<file path="src/rtl/assert_macros.svh">
// Assertion macros shared by the RTL modules.
`ifndef ASSERT_MACROS_SVH
`define ASSERT_MACROS_SVH

// A property that must hold at every clock edge outside reset.
`define ASSERT_ALWAYS(label, clk, rst, prop, msg) \
   label: assert property (@(posedge clk) disable iff (rst) (prop)) else $error(msg);

// A condition that must hold in the same cycle as its trigger.
`define ASSERT_IMPLIES(label, clk, rst, ante, cons, msg) \
   label: assert property (@(posedge clk) disable iff (rst) (ante) |-> (cons)) \
      else $error(msg);

// A condition that must hold in the cycle after its trigger.
`define ASSERT_NEXT(label, clk, rst, ante, cons, msg) \
   label: assert property (@(posedge clk) disable iff (rst) (ante) |=> (cons)) \
      else $error(msg);

`endif

</file>
<file path="src/rtl/bfm_pkg.sv">
// Package with the shared constants and types of the bitap fuzzy match scorer.
package bfm_pkg;

   localparam int PATTERN_MAX   = 63;
   localparam int ALPHABET_SIZE = 128;
   localparam int MASK_W        = PATTERN_MAX;
   localparam int ROW_W         = 64;
   localparam int IDX_W         = $clog2(ALPHABET_SIZE);
   localparam int LEN_W         = 6;
   localparam int SCORE_W       = 32;
   localparam int ADD_W         = 8;
   localparam int LEVEL_W       = 2;
   localparam int HITS_W        = 3;

   localparam logic KIND_PATTERN = 1'b0;
   localparam logic KIND_TEXT    = 1'b1;

   localparam logic [IDX_W-1:0] UPPER_FIRST = 7'd65;
   localparam logic [IDX_W-1:0] UPPER_LAST  = 7'd90;
   localparam logic [IDX_W-1:0] CASE_OFFSET = 7'd32;

   localparam logic [LEN_W-1:0] LEN_FULL = LEN_W'(PATTERN_MAX);

   localparam logic [ROW_W-1:0] ROW0_INIT = ~64'd1;
   localparam logic [ROW_W-1:0] ROW1_INIT = ~64'd1 << 1;
   localparam logic [ROW_W-1:0] ROW2_INIT = ~64'd1 << 2;

   typedef struct packed {
      logic               step;
      logic               first;
      logic [LEVEL_W-1:0] levels;
      logic [LEN_W-1:0]   pat_len;
   } srch_ctrl_type;

endpackage

</file>
<file path="src/rtl/bfm_search_core.sv">
// Error rows and score accumulator of the bitap search.
`include "assert_macros.svh"

module bfm_search_core (
   input  logic                          clock,
   input  logic                          reset,
   input  bfm_pkg::srch_ctrl_type        ctrl,
   input  logic [bfm_pkg::ROW_W-1:0]     mask,
   output logic [bfm_pkg::SCORE_W-1:0]   score_next,
   output logic [bfm_pkg::HITS_W-1:0]    hits,
   output logic [bfm_pkg::ADD_W-1:0]     char_score
);

   logic [bfm_pkg::ROW_W-1:0]   row0_ff, row1_ff, row2_ff;
   logic [bfm_pkg::ROW_W-1:0]   row0_cur, row1_cur, row2_cur;
   logic [bfm_pkg::ROW_W-1:0]   row0_in, row1_in, row2_in;
   logic [bfm_pkg::SCORE_W-1:0] score_ff;
   logic [bfm_pkg::SCORE_W-1:0] score_cur;
   logic [bfm_pkg::ADD_W-1:0]   pen1, pen2, add;
   logic [bfm_pkg::SCORE_W:0]   sum;
   logic                        lvl1, lvl2;

   always_comb begin
      row0_cur  = ctrl.first ? bfm_pkg::ROW0_INIT : row0_ff;
      row1_cur  = ctrl.first ? bfm_pkg::ROW1_INIT : row1_ff;
      row2_cur  = ctrl.first ? bfm_pkg::ROW2_INIT : row2_ff;
      score_cur = ctrl.first ? '0 : score_ff;
      lvl1      = ctrl.levels >= 2'd1;
      lvl2      = ctrl.levels >= 2'd2;

      row0_in = (row0_cur | mask) << 1;
      row1_in = row1_cur;
      row2_in = row2_cur;
      if (lvl1) begin
         row1_in = ((row1_cur | mask) << 1) & row0_cur & (row0_in << 1) & (row0_cur << 1);
      end
      if (lvl2) begin
         row2_in = ((row2_cur | mask) << 1) & row1_cur & (row1_in << 1) & (row1_cur << 1);
      end

      hits[0] = !row0_in[ctrl.pat_len];
      hits[1] = lvl1 && !row1_in[ctrl.pat_len];
      hits[2] = lvl2 && !row2_in[ctrl.pat_len];

      pen1 = (ctrl.pat_len >= 6'd2) ? bfm_pkg::ADD_W'(ctrl.pat_len - 6'd2) : '0;
      pen2 = (ctrl.pat_len >= 6'd4) ? bfm_pkg::ADD_W'(ctrl.pat_len - 6'd4) : '0;
      add  = (hits[0] ? bfm_pkg::ADD_W'(ctrl.pat_len) : '0)
           + (hits[1] ? pen1 : '0)
           + (hits[2] ? pen2 : '0);

      sum        = {1'b0, score_cur} + (bfm_pkg::SCORE_W + 1)'(add);
      score_next = sum[bfm_pkg::SCORE_W] ? '1 : sum[bfm_pkg::SCORE_W-1:0];
      char_score = add;
   end

   always_ff @(posedge clock) begin
      if (reset) begin
         row0_ff  <= bfm_pkg::ROW0_INIT;
         row1_ff  <= bfm_pkg::ROW1_INIT;
         row2_ff  <= bfm_pkg::ROW2_INIT;
         score_ff <= '0;
      end else if (ctrl.step) begin
         row0_ff  <= row0_in;
         row1_ff  <= row1_in;
         row2_ff  <= row2_in;
         score_ff <= score_next;
      end
   end

   `ASSERT_NEXT(a_score_mono, clock, reset, ctrl.step && !ctrl.first, score_ff >= $past(score_ff), "score went down without a search restart")
   `ASSERT_IMPLIES(a_hits_bound, clock, reset, ctrl.step && (ctrl.levels == 2'd0), hits[2:1] == 2'b00, "hit reported above the level bound")

endmodule

</file>
<file path="config.mk">
export PLATFORM = sky130hd
export DESIGN_NAME = bfm_search_core
export DESIGN_NICKNAME = d
export VERILOG_FILES = /design/src/rtl/bfm_pkg.sv /design/src/rtl/bfm_search_core.sv
export VERILOG_INCLUDE_DIRS = /design/src /design/src/rtl
export SDC_FILE = /design/constraint.sdc
export NUM_CORES = 1
export LEC_CHECK = 0
export ABC_CLOCK_PERIOD_IN_PS = 6600
export BUFFER_PORTS_ARGS = -buffer_cell sky130_fd_sc_hd__buf_2
export CORE_MARGIN = 2
export CORE_UTILIZATION = 61
export DETAILED_ROUTE_END_ITERATION = 8
export HOLD_SLACK_MARGIN = 0.05
export PLACE_DENSITY = 0.86
export SLEW_MARGIN = 15
export SYNTH_ARGS = -nofsm -noshare
export SYNTH_HDL_FRONTEND = slang
export SYNTH_SLANG_ARGS = --single-unit
</file>
<file path="constraint.sdc">
create_clock -name clock -period 6.6 [get_ports clock]
set_input_delay 0 -clock clock [delete_from_list [all_inputs] [get_ports clock]]
set_output_delay 0 -clock clock [all_outputs]
set_load 0.005 [all_outputs]
</file>
======== After elaboration in Yosys (flattened, before gate mapping) ========
Cells that the tools add are included.
storage, ports and cells
  bits in registers ....................... 223
  input port bits ......................... 76
  output and inout port bits .............. 43
  logic and storage cells ................. 46
cells by class
  add/subtract/negate cells ............... 5
  magnitude comparators ................... 5
  muxes and demuxes ....................... 18
  bitwise operators ....................... 9
  reduce and logical (&&, ||, !) cells .... 5
operators with widths
  kind                 number
  $and 64x64->64       6
  $mux 64              5
  $or 63x63->63        3
  $mux 32              2
  $add 32x8->33        1
  $mux 8               4
  $bmux 1 s6           3
  $add 6x8->8          1
  $add 8x8->8          1
  $lt 6x7->1 const B   1
  $sub 6x2->7 const B  1
  $sub 6x3->7 const B  1
  $ge 6x2->1 const B   1
  $ge 6x3->1 const B   1
  $mux 6               1
  $logic_not 1->1      3
  $mux 1               3
  $ge 2x1->1 const B   1
  $ge 2x2->1 const B   1
  $logic_and 1x1->1    2

======== Depth between registers and ports, before layout ========
Gate-level depths: netlist of run 1.
  depth after elaboration ................. 17
  mapped depth ............................ 29
  gate-level depth less buffers ........... 24

======== Worst setup path after synthesis of run 1 ========
No wires, ideal clock.
  path type ............................... register to register
  start ................................... register row0_ff[7] (netlist name)
  end ..................................... register score_ff[31] (netlist name)
  setup time .............................. 0.086 ns
  arrival ................................. 5.798 ns
  data required time ...................... 6.514 ns
  path slack .............................. 0.715 ns
  cell stages (with the launch flop) ...... 24
  buffers on the path ..................... 0
  clock period less this slack ............ 5.885 ns
  path through ............................ dfxtp_1 or2_2 a311oi_1 o311a_1 o221ai_1 o2111ai_1 o311ai_1 or4_1 fa_1 inv_1 ha_1 fa_1 a21o_1 a21oi_1 o21bai_1 a21oi_1 xor2_1 ha_1 or3_1 a21oi_1 a21boi_1 nor4_1 a41o_1 a221oi_2
on the way
  cells in the longest elaborated chain, start to end .. 16
  elaborated cells on any way between the ends .. 26
  classes of those cells .................. add/sub: 3; mux: 13; bitwise: 6; reduce/logical: 4
ends and longest elaborated chain
  item                                                                  RTL line               RTL
  from (decl)                                                           bfm_search_core.sv:14  logic [bfm_pkg::ROW_W-1:0] row0_ff, row1_ff, row2_ff;
  from (signal assigned)                                                bfm_search_core.sv:58  row0_ff <= bfm_pkg::ROW0_INIT;
  from (signal assigned)                                                bfm_search_core.sv:63  row0_ff <= row0_in;
  $mux 64 (*)                                                           bfm_search_core.sv:24  row0_cur = ctrl.first ? bfm_pkg::ROW0_INIT : row0_ff;
  parallel branches: the longest is 12 deep, another holds $add 6x8->8  --
  $add 8x8->8 (*)                                                       bfm_search_core.sv:49  + (hits[2] ? pen2 : '0);
  via char_score, one bit                                               bfm_search_core.sv:11  output logic [bfm_pkg::ADD_W-1:0] char_score
  $add 32x8->33 (*)                                                     bfm_search_core.sv:51  sum = {1'b0, score_cur} + (bfm_pkg::SCORE_W + 1)'(add);
  $mux 32 (*)                                                           bfm_search_core.sv:52  score_next = sum[bfm_pkg::SCORE_W] ? '1 : sum[bfm_pkg::SCORE_W-1:0];
  to (signal assigned)                                                  bfm_search_core.sv:66  score_ff <= score_next;
  to (decl)                                                             bfm_search_core.sv:17  logic [bfm_pkg::SCORE_W-1:0] score_ff;
Mark *: on every way through the listed nets, which the timed path passes. The select of a mux whose other input is x is not followed.
A chain may end at the register's enable or synchronous reset.

======== Final worst setup path of run 1 ========
  start ................................... register row0_ff[53] (netlist name)
  end ..................................... output port score_next[30] (netlist name)
on the way
  cells in the longest elaborated chain, start to end .. 16
  elaborated cells on any way between the ends .. 26
  classes of those cells .................. add/sub: 3; mux: 13; bitwise: 6; reduce/logical: 4
ends and longest elaborated chain
  item                                                                  RTL line               RTL
  $mux 64 (*)                                                           bfm_search_core.sv:24
  parallel branches: the longest is 12 deep, another holds $add 6x8->8  --
  $add 8x8->8 (*)                                                       bfm_search_core.sv:49
  $add 32x8->33 (*)                                                     bfm_search_core.sv:51
  $mux 32 (*)                                                           bfm_search_core.sv:52
  to (decl)                                                             bfm_search_core.sv:9   output logic [bfm_pkg::SCORE_W-1:0] score_next,
Mark *: on every way between the ends. The select of a mux whose other input is x is not followed.

==> key figures, run 1 <==
Run status
  • Status: finished, final reports clean

STA
  • Final hold violation count: 0
  • Clock Skews: 0.01415 ns
  • Tcrit/Tclk final: 97.39%
  • Max Slew Vio Count: 0
  • Post-route setup TNS: 0 ns
  • Rel. slew slack: between 10% and 20%
  • Fmax: about 160 MHz
  • WHS: ~0.13 ns
  • Final setup vio count: 0
  • Slew @ Worst Pin: around 1.3 ns
  • Tmin final: 6.428 ns
  • Final setup margin: between 0.15 and 0.2 ns
  • RSZ-0062 raised after global routing: true

Floorplanning
  • Die width: roughly 160 um
  • DIE HEIGHT: 160.3 um
  • Area of the core: ~0.024 mm^2
  • Rows: 57
  • Die area: approximately 0.026 mm^2
  • Initial Utilization: 61.67%
  • I/O pins: between 100 and 150

Routing
  • Met1 Wirelength: ~21 mm
  • Drt first pass iters: 8
  • DR vias/cell: ~7.3
  • Vias post-DR: 18140
  • Antenna viol nets, final: 0
  • Top Metal Used: met4
  • DRC: 0
  • Met3 wire len: 8.404 mm
  • Drt total wl: about 58 mm
  • Detailed Route Iter0 Violations: between 2000 and 3000
  • Routed wire per std cell: between 20 and 25 um
  • Met2 WL: around 25 mm

Worst setup path
  • FF-to-FF End: score_ff[24]$_SDFFE_PP0P_
  • CP top delay family: compound AO/OA/AOI/OAI gates
  • Crit. path cell count: 26
  • CP endpoint kind: output pin
  • Worst reg2reg path depth: 24
  • Worst path max stage delay: between 0.5 and 0.6 ns
  • Critical Path RT: 6.60 ns
  • Crit Path Class: reg -> out
  • Flop-to-flop setup slack: around 0.30 ns
  • Max FO, Critical Path: 4
  • CP max stage cell: or4_4
  • Worst Path Arrival: 6.43 ns
  • Startpoint Class: flop
  • R2R Path Start: row0_ff[53]$_SDFFE_PP1P_
  • WP buf/inv: 3

Synth
  • Most frequent cell after synthesis: nand2_1
  • Ranking of synthesized cells by area: dfxtp_1, nand2_1, o21ai_0
  • Synthesized area: around 0.015 mm^2
  • Synth unique cells: between 80 and 90
  • Avg Inst Size Synth: ~7.5 um^2
  • Commonest cells post-synth: nand2_1, dfxtp_1, o21ai_0, nor2_1, a21oi_1
  • Async set-reset flop share out of synthesis: 0%
  • Synthesized flop and latch total: approximately 220
  • Syn nets: roughly 2100
  • Top-area cell type share of the netlist area: between 20 and 30%
  • Cells after synthesis: 1985
  • Seq/Total Area, Yosys: between 20 and 30%
  • Primary FF master, synth: dfxtp_1
  • Synth Warn #: 0
  • Post-synth top area cell: dfxtp_1
  • EDFF count, synth: 0

Finish
  • Post-Route Utilization: between 70% and 80%
  • # diodes: 0
  • Nets: between 2000 and 2500
  • Area Overhead vs Synth: 20.26%
  • Layout cells sized above 1: 17.38%
  • Final non-filler cell total: approximately 2500
  • Filler Cell Count: about 1800

Place
  • Port buffer count: approximately 120
  • Placed Cells: roughly 2400
  • Post-detail-place hpwl: between 30 and 40 mm
  • Dpl ws: between 0.2 and 0.25 ns
  • GPL Wtd Cong: 1.002

Power
  • Maximum vdd drop: 0.1934 mV
  • Leakage: 0.006817 uW
  • Power Density: ~190 mW/mm^2

Clock network
  • Clock Tree Root: clkbuf_16
  • Clock transition at the registers of the reported paths: around 0.06 ns
  • CTS tree: built
  • Worst-Skew Late Latency: 0.54 ns
  • H-tree depth: 1
  • Max clock buf depth: 3
  • TritonCTS Buffers: 25
  • Sink Count: roughly 220

Global route
  • GRT Total Usage: roughly 43%
  • Largest net degree at the start of global routing: 80
  • GR Overflow Total: 0
  • Initial antenna violation count: 0
  • Global-route wire length before repair: about 90 mm
  • Vias in the first global route: about 17000

Min path
  • Hold crit path type: in -> reg
  • Hold Crit Depth: 3
  • Min-delay src: reset
  • Endpoint, Worst Hold: score_ff[15]$_SDFFE_PP0P_

Job
  • Max-cap violation count: 0
## worst min-delay path, stage by stage
cell	delay, ns
buf_2	0.10
buf_4	0.33
a21oi_1	0.19
## logic make-up (layout without fill, tap and decap cells)
kind of cell,count (synthesis),in the layout,synth area share [%]
and+or+nand+nor,741,741,23.18
AOI/OAI and AO/OA,736,736,33.41
DFF,222,222,29.81
buffers and inverters,188,372,5.069
muxes,37,37,3.844
xor gates and xnor gates,33,33,1.939
adders and majority gates,28,28,2.753
## worst max path at each step
stage	slack [ns]	to	startpoint
2_1_floorplan	0.72	score_ff[31]$_SDFFE_PP0P_	row0_ff[7]$_SDFFE_PP1P_
4_1_cts	0.007	score_next[30]	row0_ff[53]$_SDFFE_PP1P_
5_1_grt	-0.05	score_next[30]	row0_ff[7]$_SDFFE_PP1P_
6_report	0.17	score_next[30]	row0_ff[53]$_SDFFE_PP1P_
3_5_place_dp	0.20	score_ff[24]$_SDFFE_PP0P_	ctrl[1]
3_3_place_gp	0.37	score_ff[24]$_SDFFE_PP0P_	ctrl[1]
## area by class of cell
cell class / instances / area (um^2) / share of cell area, %
Inverter: 38 / 145.1 / 0.8095
Sequential cell: 222 / 4448 / 24.81
Timing Repair Buffer: 293 / 2163 / 12.07
Clock buffer: 33 / 695.7 / 3.880
Clock inverter: 8 / 71.32 / 0.3978
Multi-Input combinational cell: 1575 / 10000 / 55.78
Tap cell: 324 / 405.4 / 2.261
## metrics by stage
step,power (uW),area [um^2]
CTS,3362,17630
global route,3516,17930
finish,3419,17930
global placement,1979,16150
floorplan,1749,14910
detailed placement,1991,16150
## cell usage in the layout (no fill, tap or decap), types with 12 or more instances in the layout
cell,synthesis,layout
a211oi_1,14,12
a21o_1,24,24
a21oi_1,99,95
a311oi_1,16,13
and3_1,17,16
buf_2,34,115
buf_4,2,103
clkbuf_16,0,26
dfxtp_1,222,219
dlygate4sd3_1,0,66
ha_1,20,20
inv_1,36,35
mux2i_1,19,19
mux4_2,16,16
nand2_1,294,293
nand2b_1,12,12
nand3_1,18,17
nand4_1,16,16
nor2_1,185,171
nor2b_1,20,20
nor3_1,63,63
nor4_1,21,18
o2111ai_1,22,22
o211a_1,12,12
o211ai_1,95,95
o21a_1,12,12
o21ai_0,199,193
o221ai_1,12,12
o22ai_1,73,72
o2bb2ai_1,27,27
o311ai_0,23,23
or2_2,17,17
or3_1,20,19
xnor2_1,25,24
## power by group
group / leakage, uW / total, uW / switching [uW] / internal (uW)
logic: 0.00464 / 685 / 427 / 258
clock network: 0.000380 / 1360 / 590 / 773
registers: 0.00180 / 1370 / 15.2 / 1360
total: 0.00682 / 3420 / 1030 / 2390
## registers in the layout, indices dropped and copies added (netlist names)
register and cells:
row1_ff 63, row0_ff 63, score_ff 32, row2_ff 64
## layer usage
metal	vias to the layer above	track usage, %
li1	7818	-
met1	8335	55.01
met2	1622	67.28
met3	368	10.72
met4	0	23.63
met5	-	0.7576
## repair_timing
| action | in CTS | in global routing |
|---|---|---|
| endpoints found under the setup margin | 8 | 43 |
| pin swaps | 2 | 21 |
| resized for setup | 7 | 59 |
| hold buffers | 66 | 0 |
| gates cloned | 0 | 1 |
| endpoints found under the hold margin | 132 | 0 |
| buffers inserted | 2 | 5 |
Note: power is estimated with default switching activity, not from simulation.
==> run 2, diff against run 1 <==
- PLACE_DENSITY: 0.86 -> 0.93
- REMOVE_ABC_BUFFERS: not set -> 1
==> key figures, run 2 (synthesis gave the netlist of run 1 again) <==
Worst setup path
  • R2R Path Start: row0_ff[55]$_SDFFE_PP1P_
  • Worst Path Arrival: ~6.6 ns
  • Worst path cell trace: nor2_1 -> nor2_1 -> a311oi_1 -> a311oi_1 -> o211ai_1 -> o41ai_4 -> or4_4 -> fa_1 -> inv_1 -> ha_2 -> fa_2 -> a21o_1 -> a21oi_2 -> buf_4 -> xnor2_1 -> ha_1 -> o21a_1 -> o21a_4 -> o21ai_4 -> nor4_4 -> nand3_4 -> clkbuf_16 -> o21ai_0 -> buf_2
  • Critical path origin: row0_ff[55]$_SDFFE_PP1P_
  • CP max stage cell: fa_1
  • Critical Path RT: approximately 6.6 ns
  • Flop-to-flop setup slack: 0.15 ns
  • Max FO, Critical Path: 6
  • Startpoint Class: flop
  • CP endpoint kind: output pin
  • Worst reg2reg path depth: 23
  • FF-to-FF End: score_ff[15]$_SDFFE_PP0P_
  • Crit Path Class: reg -> out
  • Worst path max stage delay: roughly 0.55 ns

Floorplanning
  • Rows: 57
  • Die area: roughly 0.026 mm^2
  • DIE HEIGHT: ~160 um
  • Area of the core: approximately 0.024 mm^2
  • Die width: approximately 160 um
  • I/O pins: 119
  • Initial Utilization: between 60 and 70%

Power
  • Net Sw Frac: roughly a third
  • Comb power frac: roughly 20%
  • Power Density: 190.1 mW/mm^2
  • Fraction of power consumed by the clock network: 39.5%
  • Net switching power: 1072 uW
  • Cell-internal power: roughly 2300 uW
  • Maximum vdd drop: between 0.2 and 0.3 mV
  • Reg power frac: approximately two fifths
  • Total power: 3417 uW
  • Leakage: a little under 0.007 uW

Clock network
  • Worst-Skew Late Latency: 0.55 ns
  • H-tree depth: 1
  • Sink Count: 222
  • TritonCTS Buffers: 25
  • Clock transition at the registers of the reported paths: 0.06 ns
  • Max clock buf depth: 3
  • Clock Tree Root: clkbuf_16
  • CTS tree: built

STA
  • Tmin final: between 6 and 7 ns
  • Rel. slew slack: between 30% and 40%
  • RSZ-0062 raised after global routing: true
  • Final hold violation count: 0
  • Max Slew Vio Count: 0
  • Final setup vio count: 4
  • Final setup margin: -0.02391 ns
  • Fmax: between 150 and 200 MHz
  • Tcrit/Tclk final: 100.4%
  • Clock Skews: around 0.019 ns
  • Slew @ Worst Pin: ~1.0 ns
  • Post-route setup TNS: -0.04344 ns

Finish
  • Top reg by flops: row2_ff
  • Largest regs: row2_ff (64), row0_ff (63), row1_ff (63)
  • Nets: ~2300
  • Layout cells sized above 1: about 17%
  • Filler Cell Count: 1773
  • Commonest non-fill, non-tap cells in the layout: nand2_1, dfxtp_1, o21ai_0, nor2_1, buf_2
  • Commonest non-fill, non-tap cell in the layout: nand2_1
  • Multi-input gate area: approximately 0.01 mm^2
  • Seq. cell area: between 0.004 and 0.005 mm^2
  • Area Overhead vs Synth: 20.55%
  • Final non-filler cell total: 2499
  • Largest register FFs: 64
  • # diodes: 0

Job
  • Max-cap violation count: 0

Min path
  • Hold Crit Depth: 5
  • Min-delay src: ctrl[7]
  • Hold crit path type: in -> reg
  • Endpoint, Worst Hold: row2_ff[34]$_SDFFE_PP1P_

Routing
  • Routed wire per std cell: between 20 and 25 um
  • DRC: 0
  • Vias post-DR: approximately 19000
  • Detailed Route Iter0 Violations: ~3700
  • Antenna viol nets, final: 0
  • DR vias/cell: approximately 7.4
  • Drt total wl: about 62 mm
  • Drt first pass iters: 9

Global route
  • Largest net degree at the start of global routing: 94
  • GRT Total Usage: approximately 45%
  • Initial antenna violation count: 1
  • GR Overflow Total: 0
  • Global-route wire length before repair: approximately 94 mm
  • Vias in the first global route: roughly 17000

Place
  • Post-detail-place hpwl: ~40 mm
  • Placed Cells: 2375
  • GPL Wtd Cong: between 1 and 1.5
  • Port buffer count: between 100 and 150

Run status
  • Status: finished with violations
  • Failing checks: setup timing
-- run 2: cell types whose count changed in the layout (fill, tap and decap cells not counted), moves of 3 or more --
cell        before  now
nor2_1         171  177
clkbuf_1         4    7
clkinvlp_4       1    5
buf_12           4    8
nor2_2           9    4
o21a_1          12    9
-- run 2: routing by layer --
metal  vias up  GRT usage, %  wire length (um)
met4         0         28.17              4585
met3       460         12.47              8857
met5         -             0                 0
met2      1763         69.22             26800
met1      8488         56.42             21880
li1       7827             -                 -
-- run 2: timing repair --
item / 4_1_cts / 5_1_grt
hold buffers: 64 / 0
setup endpoints to repair: 24 / 56
pin swaps: 0 / 28
gates resized for setup: 9 / 49
cloned: 0 / 3
setup buffers: 0 / 12
endpoints found under the hold margin: 130 / 0
-- run 2: stage by stage --
stage / instance area (um^2) / utilization (%) / hold slack [ns] / setup slack (ns)
6_report: 17970 / 74.34 / 0.07142 / -0.02391
5_1_grt: 17970 / 74.34 / 0.1100 / -0.1816
4_1_cts: 17610 / 72.83 / 0.05401 / 0.01019
3_5_place_dp: 16170 / 66.90 / 0.2631 / 0.09341
3_3_place_gp: 16170 / 66.90 / 0.2583 / 0.2429
2_1_floorplan: 14300 / - / 0.06625 / -1.162
-- run 2: final cells by class --
| class | count | area share [%] |
|---|---|---|
| Multi-Input combinational cell | 1575 | 55.50 |
| Sequential cell | 222 | 24.75 |
| Timing Repair Buffer | 295 | 12.48 |
| Clock buffer | 35 | 3.857 |
| Tap cell | 324 | 2.255 |
| Inverter | 38 | 0.8075 |
| Clock inverter | 10 | 0.3481 |
-- run 2: worst max path at each step --
stage	to	slack, ns	cells past startpoint
2_1_floorplan	score_ff[31]$_SDFFE_PP0P_	-1.16	23
3_3_place_gp	score_ff[22]$_SDFFE_PP0P_	0.24	25
3_5_place_dp	score_ff[25]$_SDFFE_PP0P_	0.09	24
4_1_cts	score_next[14]	0.01	26
5_1_grt	score_next[23]	-0.18	25
6_report	score_next[23]	-0.02	24
-- run 2: power groups by stage --
stage,registers [uW],logic [uW],clock network [uW]
3_3_place_gp,1400,582,0
4_1_cts,1370,629,1340
6_report,1370,694,1350
3_5_place_dp,1400,593,0
5_1_grt,1370,721,1390
2_1_floorplan,1400,296,0
-- run 2: critical path, delay by kind of cell (launching register included) --
family	cells	cell delay, ns
AOI/OAI and AO/OA	10	1.89
and+or+nand+nor	5	1.65
adders and majority gates	4	1.52
buffers and inverters	4	0.58
DFF	1	0.35
xor gates and xnor gates	1	0.10
